`config.mk`:
```
export PLATFORM = sky130hd
export DESIGN_NAME = modem_reply_matcher_with_timeout
export DESIGN_NICKNAME = d
export VERILOG_FILES = /design/src/sv/mrm_pkg.sv /design/src/sv/modem_reply_matcher_with_timeout.sv
export SDC_FILE = /design/constraint.sdc
export NUM_CORES = 1
export LEC_CHECK = 0
export BUFFER_PORTS_ARGS = -buffer_cell sky130_fd_sc_hd__buf_2
export CAP_MARGIN = 5
export CORE_ASPECT_RATIO = 0.5
export CORE_MARGIN = 2
export CORE_UTILIZATION = 40
export DETAILED_ROUTE_END_ITERATION = 12
export SYNTH_ARGS = -nofsm -noshare
export SYNTH_HDL_FRONTEND = slang
export SYNTH_SLANG_ARGS = --single-unit
```
`constraint.sdc`:
```
create_clock -name clk_i -period 4.9 [get_ports clk_i]
set_clock_uncertainty 0.15 [all_clocks]
set_input_delay 0 -clock clk_i [delete_from_list [all_inputs] [get_ports clk_i]]
set_output_delay 0 -clock clk_i [all_outputs]
set_load 0.02 [all_outputs]
```
`src/sv/mrm_pkg.sv`:
```
// ----------------------------------------------------------------------------
// mrm_pkg
// Types and constants for the modem reply matcher.
// ----------------------------------------------------------------------------
package mrm_pkg;

  localparam int unsigned REPLY_DEPTH = 64;
  localparam int unsigned CountW      = 6;
  localparam int unsigned WinBytes    = 8;
  localparam int unsigned ErrLen      = 5;

  localparam int unsigned CountLimitInt = (REPLY_DEPTH - 1 > 63) ? 63 : REPLY_DEPTH - 1;
  localparam logic [CountW-1:0] CountLimit = CountW'(CountLimitInt);

  localparam logic [39:0] ErrorWord = 40'h45_52_52_4F_52;

  localparam logic [1:0] RegPattern = 2'd0;
  localparam logic [1:0] RegLength  = 2'd1;
  localparam logic [1:0] RegTimeout = 2'd2;

  localparam logic [63:0] PatternReset = 64'd20299;
  localparam logic [3:0]  LengthReset  = 4'd2;
  localparam logic [7:0]  TimeoutReset = 8'd2;

  typedef enum logic [1:0] {
    CmdStart = 2'd0,
    CmdByte  = 2'd1,
    CmdTick  = 2'd2
  } cmd_e;

  typedef enum logic [1:0] {
    StatTimeout = 2'd0,
    StatMatch   = 2'd1,
    StatError   = 2'd2,
    StatOther   = 2'd3
  } status_e;

  typedef struct packed {
    logic [CountW-1:0] reply_bytes;
    status_e           status;
    logic              busy_res;
    logic              finished;
  } result_t;

endpackage

```
`src/sv/modem_reply_matcher_with_timeout.sv`:
```
// ----------------------------------------------------------------------------
// modem_reply_matcher_with_timeout
// Matches modem reply bytes against an expected reply or ERROR, with timeout.
// ----------------------------------------------------------------------------
// Throughput: one transaction per cycle while the output register is empty or
// being taken; the state update and window compare sit between the input
// handshake and the single output register.
// Reset: asynchronous, active low; clears exchange state and loads the
// register defaults (pattern "OK", length 2, timeout 2 seconds).
module modem_reply_matcher_with_timeout
  import mrm_pkg::*;
(
  input  logic        clk_i,
  input  logic        rst_ni,
  input  logic        cfg_we_i,
  input  logic [1:0]  cfg_index_i,
  input  logic [63:0] cfg_wdata_i,
  input  logic        s_axis_tvalid,
  output logic        s_axis_tready,
  input  logic [7:0]  s_axis_tdata,   // [7:0] rx_byte
  input  logic [1:0]  s_axis_tuser,   // [1:0] cmd
  output logic        m_axis_tvalid,
  input  logic        m_axis_tready,
  output logic [15:0] m_axis_tdata    // [0] finished, [1] busy_res, [3:2] status,
                                      // [9:4] reply_bytes, [15:10] zero
);

  logic [63:0] pattern_q;
  logic [3:0]  length_q;
  logic [7:0]  timeout_q;

  logic [63:0]       window_q, window_d;
  logic [CountW-1:0] count_q, count_d;
  logic [7:0]        elapsed_q, elapsed_d;
  logic              waiting_q, waiting_d;
  status_e           status_q, status_d;
  logic              done;

  logic              out_valid_q;
  result_t           out_q;

  logic              accept;
  logic [63:0]       win_shift;
  logic [CountW-1:0] count_inc;
  logic [7:0]        elapsed_inc;
  logic [3:0]        len_eff;
  logic [WinBytes-1:0] byte_eq;
  logic              pat_hit, err_hit;

  assign s_axis_tready = !out_valid_q || m_axis_tready;
  assign accept        = s_axis_tvalid && s_axis_tready;

  always_ff @(posedge clk_i or negedge rst_ni) begin
    if (!rst_ni) begin
      pattern_q <= PatternReset;
      length_q  <= LengthReset;
      timeout_q <= TimeoutReset;
    end else if (cfg_we_i) begin
      case (cfg_index_i)
        RegPattern: pattern_q <= cfg_wdata_i;
        RegLength:  length_q  <= cfg_wdata_i[3:0];
        RegTimeout: timeout_q <= cfg_wdata_i[7:0];
        default: ;
      endcase
    end
  end

  assign win_shift   = {window_q[55:0], s_axis_tdata};
  assign count_inc   = (count_q < CountLimit) ? count_q + 1'b1 : count_q;
  assign elapsed_inc = (elapsed_q != 8'hFF) ? elapsed_q + 1'b1 : elapsed_q;
  assign len_eff     = (length_q > 4'd8) ? 4'd8 : length_q;

  always_comb begin
    for (int i = 0; i < WinBytes; i++) begin
      byte_eq[i] = (win_shift[8*i +: 8] == pattern_q[8*i +: 8]) || (4'(i) >= len_eff);
    end
  end

  assign pat_hit = (&byte_eq) && ({2'b00, count_inc} >= {4'b0000, len_eff});
  assign err_hit = (win_shift[39:0] == ErrorWord) && (count_inc >= CountW'(ErrLen));

  always_comb begin
    window_d  = window_q;
    count_d   = count_q;
    elapsed_d = elapsed_q;
    waiting_d = waiting_q;
    status_d  = status_q;
    done      = 1'b0;
    case (cmd_e'(s_axis_tuser))
      CmdStart: begin
        window_d  = '0;
        count_d   = '0;
        elapsed_d = '0;
        status_d  = StatTimeout;
        waiting_d = 1'b1;
        if (timeout_q == 8'd0) begin
          waiting_d = 1'b0;
          done      = 1'b1;
        end
      end
      CmdByte: begin
        if (waiting_q) begin
          window_d = win_shift;
          count_d  = count_inc;
          if (pat_hit) begin
            status_d  = StatMatch;
            waiting_d = 1'b0;
            done      = 1'b1;
          end else if (err_hit) begin
            status_d  = StatError;
            waiting_d = 1'b0;
            done      = 1'b1;
          end
        end
      end
      CmdTick: begin
        if (waiting_q) begin
          elapsed_d = elapsed_inc;
          if (elapsed_inc >= timeout_q) begin
            status_d  = (count_q != '0) ? StatOther : StatTimeout;
            waiting_d = 1'b0;
            done      = 1'b1;
          end
        end
      end
      default: ;
    endcase
  end

  always_ff @(posedge clk_i or negedge rst_ni) begin
    if (!rst_ni) begin
      window_q    <= '0;
      count_q     <= '0;
      elapsed_q   <= '0;
      waiting_q   <= 1'b0;
      status_q    <= StatTimeout;
      out_valid_q <= 1'b0;
    end else begin
      if (accept) begin
        window_q  <= window_d;
        count_q   <= count_d;
        elapsed_q <= elapsed_d;
        waiting_q <= waiting_d;
        status_q  <= status_d;
      end
      if (s_axis_tready) begin
        out_valid_q <= s_axis_tvalid;
      end
    end
  end

  always_ff @(posedge clk_i) begin
    if (accept) begin
      out_q.finished    <= done;
      out_q.busy_res    <= waiting_d;
      out_q.status      <= status_d;
      out_q.reply_bytes <= count_d;
    end
  end

  assign m_axis_tvalid = out_valid_q;
  assign m_axis_tdata  = {6'b000000, out_q};

endmodule

```
==> flow_metrics.tcl, run 1 <==
set metrics [dict create \
    status "completed" \
    nets 1018 \
    syn_avg_cell_area_um2 10.64 \
    min_from "s_axis_tuser[0]" \
    ant_nets 0 \
    switchingPower_w 0.001163 \
    antenna_found_initial 0 \
    power.leakage_nw 4.495 \
    fin_crit_sh_pct 76.89 \
    cts_tree "done" \
    post-cts-setup-buffer-count 0 \
    swShare_pct 31.21 \
    yosys.area.top_type "dfrtp_1" \
    cts_resized 0 \
    power.total_w 0.003726 \
    powerDensity_nw_per_um2 367.4 \
    syn_inst 762 \
    io_pins 99 \
    place.gp.congestion 0.8409 \
    cts_max_level 4 \
    initial_core_util_pct 41.27 \
    netlist_area_um2 8104 \
    syn_to_final_growth_pct 25.14 \
    reg2reg_depth 13 \
    clock_latency_ns 0.43 \
    hold_depth 5 \
    cts_root_buffer "clkbuf_16" \
    slew_viol_final 0 \
    power_frac_clock_pct 35.7 \
    avgRoutedWirePerCell_um 16.12 \
    cts_buffers 17 \
    postLayoutCellArea_um2 10140 \
    seq_area_frac_synth_pct 50.19 \
    first_iter_violations 380 \
    fin_setup_tns_ns 0 \
    holdPathEnd "waiting_q" \
    die_x_um 205.3 \
    synth-edff-count 10 \
    drive_above_1_share_pct 25.38 \
    fin_crit_ns 3.768 \
    cp.arrival_ns 3.80 \
    synth_flop_cell "dfrtp_1" \
    max_freq_mhz 265.4 \
    clk_pin_slew_worst_paths_ns 0.07 \
    ys_async_sr_fraction_pct 93.75 \
    fill_cells 1804 \
    ys_ff_latch 160 \
    antenna_cells 0 \
    fp.dieH_um 104.7 \
    holdWs_ns 0.0009726 \
    max_cap_viol_count 0 \
    portBuffers 92 \
    rsz0062_at_grt "false" \
    cp.required_ns 4.93 \
    yosys.area.top_type_share_pct 42.92 \
    synth.distinct_cells 61 \
    ir_drop_mv 0.2620 \
    grt_usage_pct 19.05 \
    finalWirelength_um 19280 \
    grt_pass1_vias 6194 \
    drt_first_pass_iters 5 \
    p_comb_share_pct 19.1 \
    ys_top_cells_by_area "dfrtp_1 43%, mux2_2 11%, xor2_1 7.0%" \
    path_max_fanout 8 \
    intPower_w 0.002563 \
    hp-class "primary input to flop" \
    r2r-start "elapsed_q[0]" \
    die-area_um2 21480 \
    dp_hpwl_um 13100 \
    slew-limit-headroom_pct 42.52 \
    cts.sinks 160 \
    tightest_slew_ns 0.8543 \
    via_per_inst 5.074 \
    setup_viol 0 \
    final_hold_viol_count 0 \
    drc_errors 0 \
    rows 36 \
    reg2reg_to "m_axis_tdata[2]" \
    pwr-share-seq_pct 45.3 \
    core_area_um2 19640 \
    grt_overflow 0 \
    grt_pass1_wl_um 32010 \
    critical_path.endpoint_type "flop" \
    cp-start-kind "flop" \
    place_area_um2 8772 \
    yosys_warnings 0 \
    r2r_slack_ns 1.13 \
    dr_total_vias 6069 \
    grt_max_degree 90 \
    critPathKind "flop to flop" \
    clk_path_buf_depth 2 \
]
==> area by class of cell <==
type	count	area, µm²	area share, %
flip-flops and latches	160	4068	40.11
multi-input cells	543	3789	37.36
repair buffers	176	1292	12.75
clock buffers	17	425.4	4.195
well taps	266	332.8	3.282
clock inverters	15	162.7	1.604
inverters	19	71.32	0.7033
==> state kept, by name, summed over array words and instances, names as in the netlist <==
signal and cells:
elapsed_q 8, timeout_q 8, m_axis_tvalid 1, waiting_q 1
pattern_q 64, count_q 6, m_axis_tdata 10, status_q 2
length_q 4, window_q 56
==> worst max-delay path, stage by stage (launching register included) <==
cell      delay [ns]
dfrtp_1         0.44
ha_1            0.25
and3_1          0.24
nand3_1         0.28
nand3_1         0.14
xnor2_1         0.16
ha_1            0.30
and4_1          0.18
o21ai_0         0.11
o211a_1         0.26
o31ai_1         0.49
and4b_1         0.27
a222oi_1        0.08
and2_1          0.18
==> synth_stat cells (all sizes together), types with 6 or more instances <==
library cell,instances
dfrtp,139
nand2,134
mux2,80
o21ai,76
xor2,65
clkbuf,33
nor4,21
ha,20
inv,19
nor2,18
nand3,14
buf,12
a21oi,11
dfstp,11
edfxtp,10
a22o,9
a32o,7
nand2b,6
==> layer usage <==
| metal | vias up | global-route usage (%) | routed length [µm] |
|---|---|---|---|
| li1 | 2968 | - | - |
| met1 | 2950 | 26.69 | 9554 |
| met2 | 136 | 30.14 | 8670 |
| met3 | 15 | 3.993 | 852 |
| met4 | 0 | 4.830 | 206 |
| met5 | - | 0 | 0 |
==> how the worst max path moves through the flow <==
stage                             from              end  cells after the start
final                     elapsed_q[0]  m_axis_tdata[2]                     13
after global placement    elapsed_q[0]  m_axis_tdata[2]                     13
after floorplan           elapsed_q[0]  m_axis_tdata[2]                     14
after global routing      elapsed_q[0]  m_axis_tdata[2]                     13
after CTS                 elapsed_q[0]  m_axis_tdata[2]                     13
after detailed placement  elapsed_q[0]  m_axis_tdata[2]                     13
==> stage by stage <==
stage | setup WS (ns) | utilization [%] | cells
2_1_floorplan | 1.498 | - | 767
3_3_place_gp | 1.356 | 44.67 | 1086
3_5_place_dp | 1.220 | 44.67 | 1086
4_1_cts | 1.166 | 51.64 | 1196
5_1_grt | 0.8022 | 51.64 | 1196
6_report | 1.132 | 51.64 | 1196
==> kinds of logic after synthesis <==
group	count (synthesis)	synth area share, %
flops	160	50.19
fa+ha+maj	20	3.088
buf+inv	64	3.412
other cells	1	0.04627
mux	83	11.49
xor+xnor	69	7.457
compound gates	136	10.68
simple gates	229	13.63
==> cells in the final DEF (no fill, tap or decap), types with 5 or more instances in the layout <==
| master | count |
|---|---|
| o21ai_0 | 75 |
| a22o_1 | 9 |
| a31oi_1 | 5 |
| nor4bb_1 | 5 |
| a32o_1 | 7 |
| xor2_1 | 65 |
| mux2_2 | 80 |
| ha_1 | 19 |
| inv_8 | 5 |
| conb_1 | 6 |
| nand3_1 | 12 |
| nand2_1 | 133 |
| dfrtp_1 | 139 |
| nor4_1 | 19 |
| buf_2 | 91 |
| a21oi_1 | 10 |
| nor2_1 | 18 |
| buf_4 | 6 |
| inv_1 | 19 |
| nand2b_1 | 6 |
| dfstp_2 | 11 |
| edfxtp_1 | 10 |
| clkbuf_16 | 17 |
| dlygate4sd3_1 | 78 |
==> power groups by stage <==
| stage | combinational (W) | clock, W | sequential, W |
|---|---|---|---|
| 5_1_grt | 0.000802 | 0.00141 | 0.00171 |
| 2_1_floorplan | 0.000503 | 0 | 0.00165 |
| 6_report | 0.000710 | 0.00133 | 0.00169 |
| 3_5_place_dp | 0.000659 | 0 | 0.00171 |
| 3_3_place_gp | 0.000642 | 0 | 0.00171 |
| 4_1_cts | 0.000714 | 0.00135 | 0.00169 |
==> repair_timing <==
action	in CTS	in global routing
hold endpoints to repair	174	0
hold buffers	78	0
setup endpoints to repair	0	0
No activity file was read; power rests on OpenSTA's default activity.
==> run 2: changes to the inputs <==
==> constraint.sdc (replaced) <==
create_clock -name clk_i -period 3.41 [get_ports clk_i]
set_clock_uncertainty 0.15 [all_clocks]
set_input_delay 0 -clock clk_i [delete_from_list [all_inputs] [get_ports clk_i]]
set_output_delay 0 -clock clk_i [all_outputs]
set_load 0.02 [all_outputs]
==> run 2 against run 1 <==
Wire length rose by 1.1%. Largest cell class unchanged. Clock-buffer cell count rose by 6. First-iteration DRC count rose by 11%. Worst setup slack got worse by 0.94 ns. Combinational power rose by 58%. Largest power group unchanged. Final cell count rose by 0.75%. Utilization rose by 0.47 points. Clock power rose by 35%. Sequential power rose by 42%.
==> flow_metrics.tcl, run 2 (synthesis results as in run 1) <==
set metrics [dict create \
    grt_usage_pct 19.18 \
    dr_total_vias 6168 \
    powerDensity_nw_per_um2 520.5 \
    cp-start-kind "flop" \
    max_cap_viol_count 0 \
    layout.cells.non_filler 1205 \
    syn_to_final_growth_pct 26.28 \
    via_per_inst 5.119 \
    grt_pass1_vias 6181 \
    clk_path_buf_depth 2 \
    initial_core_util_pct 41.27 \
    io_pins 99 \
    antenna_cells 0 \
    setup_viol 0 \
    clock_latency_ns 0.43 \
    antenna_found_initial 0 \
    hp-class "primary input to async pin" \
    regMostFlops "pattern_q" \
    tightest_slew_ns 0.8412 \
    ir_drop_mv 0.4026 \
    ant_nets 0 \
    grt_use_met2_pct 29.46 \
    portBuffers 92 \
    cp.required_ns 3.44 \
    cp.arrival_ns 3.25 \
    use_met1_pct 27.92 \
    status "completed" \
    slew-limit-headroom_pct 43.92 \
    cts_buffers 17 \
    cts.sinks 160 \
    grt_max_degree 87 \
    busiest_layer "met2" \
    grt_pass1_wl_um 32420 \
    finalWirelength_um 19490 \
    largest_reg_flops 64 \
    cts_root_buffer "clkbuf_16" \
    nets 1027 \
    die_x_um 205.3 \
    drt_first_pass_iters 5 \
    place.gp.congestion 0.8732 \
    r2r-start "elapsed_q[1]" \
    fill_cells 1809 \
    grt_overflow 0 \
    slew_viol_final 0 \
    cts_max_level 4 \
    critPathLaunch "elapsed_q[1]" \
    critPathKind "flop to flop" \
    dp_hpwl_um 13370 \
    first_iter_violations 421 \
    die-area_um2 21480 \
    rsz0062_at_grt "false" \
    use_met3_pct 3.774 \
    rows 36 \
    clk_pin_slew_worst_paths_ns 0.06 \
    placed_cells 1094 \
    fp.dieH_um 104.7 \
    power.leakage_nw 4.520 \
    cts_tree "done" \
    fin_crit_ns 3.222 \
    avgRoutedWirePerCell_um 16.17 \
    drc_errors 0 \
    final_common_cell "dfrtp_1" \
    critical_path.endpoint_type "flop" \
    post-cts-setup-buffer-count 0 \
    fin_setup_tns_ns 0 \
    max_freq_mhz 310.3 \
    core_area_um2 19640 \
    final_cell_mix "138 x dfrtp_1, 133 x nand2_1, 91 x buf_2, 80 x mux2_2, 79 x dlygate4sd3_1" \
    path_max_fanout 5 \
    drive_above_1_share_pct 26.73 \
    final_hold_viol_count 0 \
    fin_crit_sh_pct 94.50 \
]
run 2: cell types whose count changed in the layout (fill, tap and decap cells not counted), sizes merged:
cell	delta
clkbuf	+6
clkinvlp	+3
buf	+8
clkinv	-4
inv	-5
dlygate4sd3	+1
run 2: timing repair:
item / 4_1_cts / 5_1_grt
hold endpoints to repair: 169 / 0
endpoints found under the setup margin: 0 / 6
gates resized for setup: 0 / 12
hold buffers: 79 / 0
run 2: worst paths after layout:
path                                   end  slack [ns]  cells after the start
min in group clk_i            timeout_q[4]        0.07                      3
hold reg to reg               window_q[51]        0.35                      2
setup reg to reg           m_axis_tdata[2]        0.19                     13
max in group asynchronous     pattern_q[3]        2.15                      3
hold / removal               pattern_q[52]        0.05                      2
setup / recovery           m_axis_tdata[2]        0.19                     13
run 2: stage by stage:
stage	hold slack (ns)	setup slack (ns)	instance area, µm²	total power (W)	utilization (%)
3_5_place_dp	-0.01877	0.1175	8845	0.003437	45.04
6_report	0.04927	0.1876	10230	0.005327	52.11
4_1_cts	0.07789	0.04067	10190	0.005327	51.87
5_1_grt	0.1271	0.007986	10230	0.005613	52.11
3_3_place_gp	-0.02903	0.1593	8845	0.003408	45.04
2_1_floorplan	-0.4456	0.008376	8123	0.003100	-
run 2: report_power, final:
part / switching (W) / total, W / internal [W]
Combinational: 0.000556 / 0.00112 / 0.000567
Sequential: 0.000225 / 0.00240 / 0.00218
Clock: 0.000798 / 0.00180 / 0.00100
run 2: final cells by class:
| type | count | area (µm²) | share of cell area [%] |
|---|---|---|---|
| sequential | 160 | 4069 | 39.76 |
| multi-input combinational | 543 | 3834 | 37.46 |
| timing repair buffer | 185 | 1375 | 13.44 |
| clock buffer | 23 | 478.0 | 4.670 |
| tap | 266 | 332.8 | 3.252 |
| clock inverter | 9 | 73.82 | 0.7214 |
| inverter | 19 | 71.32 | 0.6969 |
run 2: worst max-delay path: stages, from the launching register on:
cell and delay [ns]:
dfrtp_1 0.41, ha_1 0.22, and3_2 0.26, nand3_2 0.11
nand3_1 0.10, xnor2_1 0.16, ha_1 0.29, and4_1 0.18
o21ai_0 0.12, o211a_1 0.28, o31ai_2 0.21, and4b_1 0.23
a222oi_1 0.08, and2_1 0.19
run 2: routing by layer:
| metal | wire (µm) | part of all wire (%) |
|---|---|---|
| met4 | 206 | 1.1 |
| met2 | 8795 | 45 |
| met1 | 9744 | 50 |
| met3 | 743 | 3.8 |
| met5 | 0 | 0 |
==> run 3: changes to the inputs <==
--- a/config.mk
+++ b/config.mk
@@ -11,6 +11,7 @@
 export CORE_MARGIN = 2
 export CORE_UTILIZATION = 40
 export DETAILED_ROUTE_END_ITERATION = 12
+export SETUP_SLACK_MARGIN = 0.2
 export SYNTH_ARGS = -nofsm -noshare
 export SYNTH_HDL_FRONTEND = slang
 export SYNTH_SLANG_ARGS = --single-unit
==> constraint.sdc (replaced) <==
create_clock -name clk_i -period 3.41 [get_ports clk_i]
set_clock_uncertainty 0.15 [all_clocks]
set_input_delay 0.1705 -clock clk_i [delete_from_list [all_inputs] [get_ports clk_i]]
set_output_delay 0.1705 -clock clk_i [all_outputs]
set_load 0.02 [all_outputs]
==> run 3 against run 2 <==
Sequential cell count did not move. Critical path depth did not move. First-iteration DRC count fell by 12%. Sequential share of layout area fell by 0.46 points. Via count fell by 0.71%. Register-to-register slack improved by 0.08 ns. Highest routed layer unchanged.
==> flow_metrics.tcl, run 3 (synthesis results as in run 1) <==
set metrics [dict create \
    die-area_um2 21480 \
    grt_usage_pct 19.24 \
    grt_overflow 0 \
    via_per_inst 5.082 \
    fin_crit_ns 3.145 \
    largest_reg_flops 64 \
    clock_latency_ns 0.42 \
    status "completed" \
    final_cell_mix "138 x dfrtp_1, 133 x nand2_1, 91 x buf_2, 80 x mux2_2, 75 x dlygate4sd3_1" \
    cp.required_ns 3.44 \
    power_frac_clock_pct 34.8 \
    tightest_slew_ns 0.8323 \
    ant_nets 0 \
    antenna_found_initial 0 \
    dp_hpwl_um 13120 \
    grt_pass1_wl_um 32530 \
    drive_above_1_share_pct 28.43 \
    fin_setup_tns_ns 0 \
    clk_pin_slew_worst_paths_ns 0.07 \
    first_iter_violations 372 \
    drt_first_pass_iters 5 \
    slew-limit-headroom_pct 44.00 \
    fill_cells 1752 \
    avgRoutedWirePerCell_um 16.18 \
    max_cap_viol_count 0 \
    crit_path_frequent_cell "nand3_4" \
    powerDensity_nw_per_um2 529.2 \
    final_hold_viol_count 0 \
    hold_depth 3 \
    antenna_cells 0 \
    dr_total_vias 6124 \
    setup_viol 0 \
    cts.sinks 160 \
    p_comb_share_pct 21.4 \
    pwr-share-seq_pct 43.8 \
    core_area_um2 19640 \
    cp-start-kind "flop" \
    path_cells "ha_2 > and3_4 > nand3_4 > nand3_4 > xnor2_2 > ha_1 > and4_1 > o21ai_2 > o211a_1 > o31ai_2 > and4b_1 > a222oi_1 > and2_1" \
    syn_to_final_growth_pct 27.76 \
    fp.dieH_um 104.7 \
    regMostFlops "pattern_q" \
    cts_buffers 17 \
    path_max_fanout 6 \
    die_x_um 205.3 \
    grt_max_degree 119 \
    cp.arrival_ns 3.17 \
    place_ws_ns 0.1042 \
    io_pins 99 \
    clk_path_buf_depth 2 \
    critPathSlowestCell "dfrtp_1" \
    rsz0062_at_grt "true" \
    cts_tree "done" \
    final_util_pct 52.72 \
    critical_path.endpoint_type "flop" \
    rows 36 \
    cts_max_level 4 \
    drc_errors 0 \
    critPathKind "flop to flop" \
    worst-path-buf-inv 0 \
    nets 1027 \
    critPathTopFamily "simple AND/OR/NAND/NOR gates" \
    intPower_w 0.003831 \
    power.leakage_nw 4.572 \
    swShare_pct 30.07 \
    switchingPower_w 0.001648 \
    place.gp.congestion 0.8804 \
    hp-class "primary input to flop" \
    portBuffers 92 \
    slew_viol_final 0 \
    setup_slack_ns 0.2646 \
    grt_pass1_vias 6315 \
    max_freq_mhz 317.9 \
    fin_crit_sh_pct 92.24 \
    power.total_w 0.005479 \
    slowest_delay_ns 0.39 \
    ir_drop_mv 0.3353 \
    finalWirelength_um 19490 \
    initial_core_util_pct 41.27 \
    cp.depth 13 \
    final_common_cell "dfrtp_1" \
    reg2reg_depth 13 \
    cts_root_buffer "clkbuf_16" \
]
run 3: cell count changes in the layout (fill, tap and decap cells not counted), sizes merged, moves of 2 or more:
| cell | before | now |
|---|---|---|
| clkinv | 2 | 6 |
| buf | 106 | 110 |
| clkinvlp | 3 | 1 |
| dlygate4sd3 | 79 | 75 |
| inv | 23 | 25 |
| clkbuf | 23 | 18 |
run 3: metal layers:
metal / track usage (%) / part of all wire, %
met4: 5.961 / 1.2
met5: 0 / 0
met1: 27.27 / 49
met3: 3.712 / 3.7
met2: 29.75 / 46
run 3: power groups by stage:
stage	sequential [W]	clock (W)	combinational (W)
4_1_cts	0.00240	0.00195	0.00110
2_1_floorplan	0.00238	0	0.000725
5_1_grt	0.00243	0.00203	0.00132
3_3_place_gp	0.00243	0	0.000965
6_report	0.00240	0.00191	0.00117
3_5_place_dp	0.00244	0	0.000993
run 3: area by class of cell:
cell class                      count  area, µm²  area share, %
Clock buffer                       18      439.2          4.242
Tap cell                          266      332.8          3.214
Multi-Input combinational cell    543       3915          37.81
Inverter                           19      71.32         0.6888
Clock inverter                     14      148.9          1.438
Sequential cell                   160       4069          39.30
Timing Repair Buffer              185       1378          13.31
run 3: worst paths after layout:
path	startpoint	end	slack [ns]
worst max-delay path	elapsed_q[1]	m_axis_tdata[2]	0.26
worst min-delay path	cfg_we_i	length_q[0]	0.11
worst max register to register	elapsed_q[1]	m_axis_tdata[2]	0.26
worst min register to register	window_q[52]	window_q[52]	0.35
max in group asynchronous	rst_ni	pattern_q[6]	2.07
min in group asynchronous	rst_ni	window_q[36]	0.20
run 3: tightest hold or removal path: cells and delay by family:
kind / cells / cell delay, ns
buf+inv: 1 / 0.11
mux: 1 / 0.18
simple gates: 1 / 0.18
run 3: metrics by stage:
stage,cells,hold slack [ns],area [µm²]
floorplan,767,-0.2751,8133
global placement,1089,0.1484,8830
detailed placement,1089,0.1372,8830
CTS,1198,0.09189,10200
global route,1205,0.1194,10350
finish,1205,0.1057,10350
run 3: timing repair:
action / in CTS / in global routing
buffers inserted: 2 / 7
endpoints found under the hold margin: 167 / 0
hold buffers: 75 / 0
setup endpoints to repair: 3 / 7
resized for setup: 4 / 20
pin swaps: 0 / 12
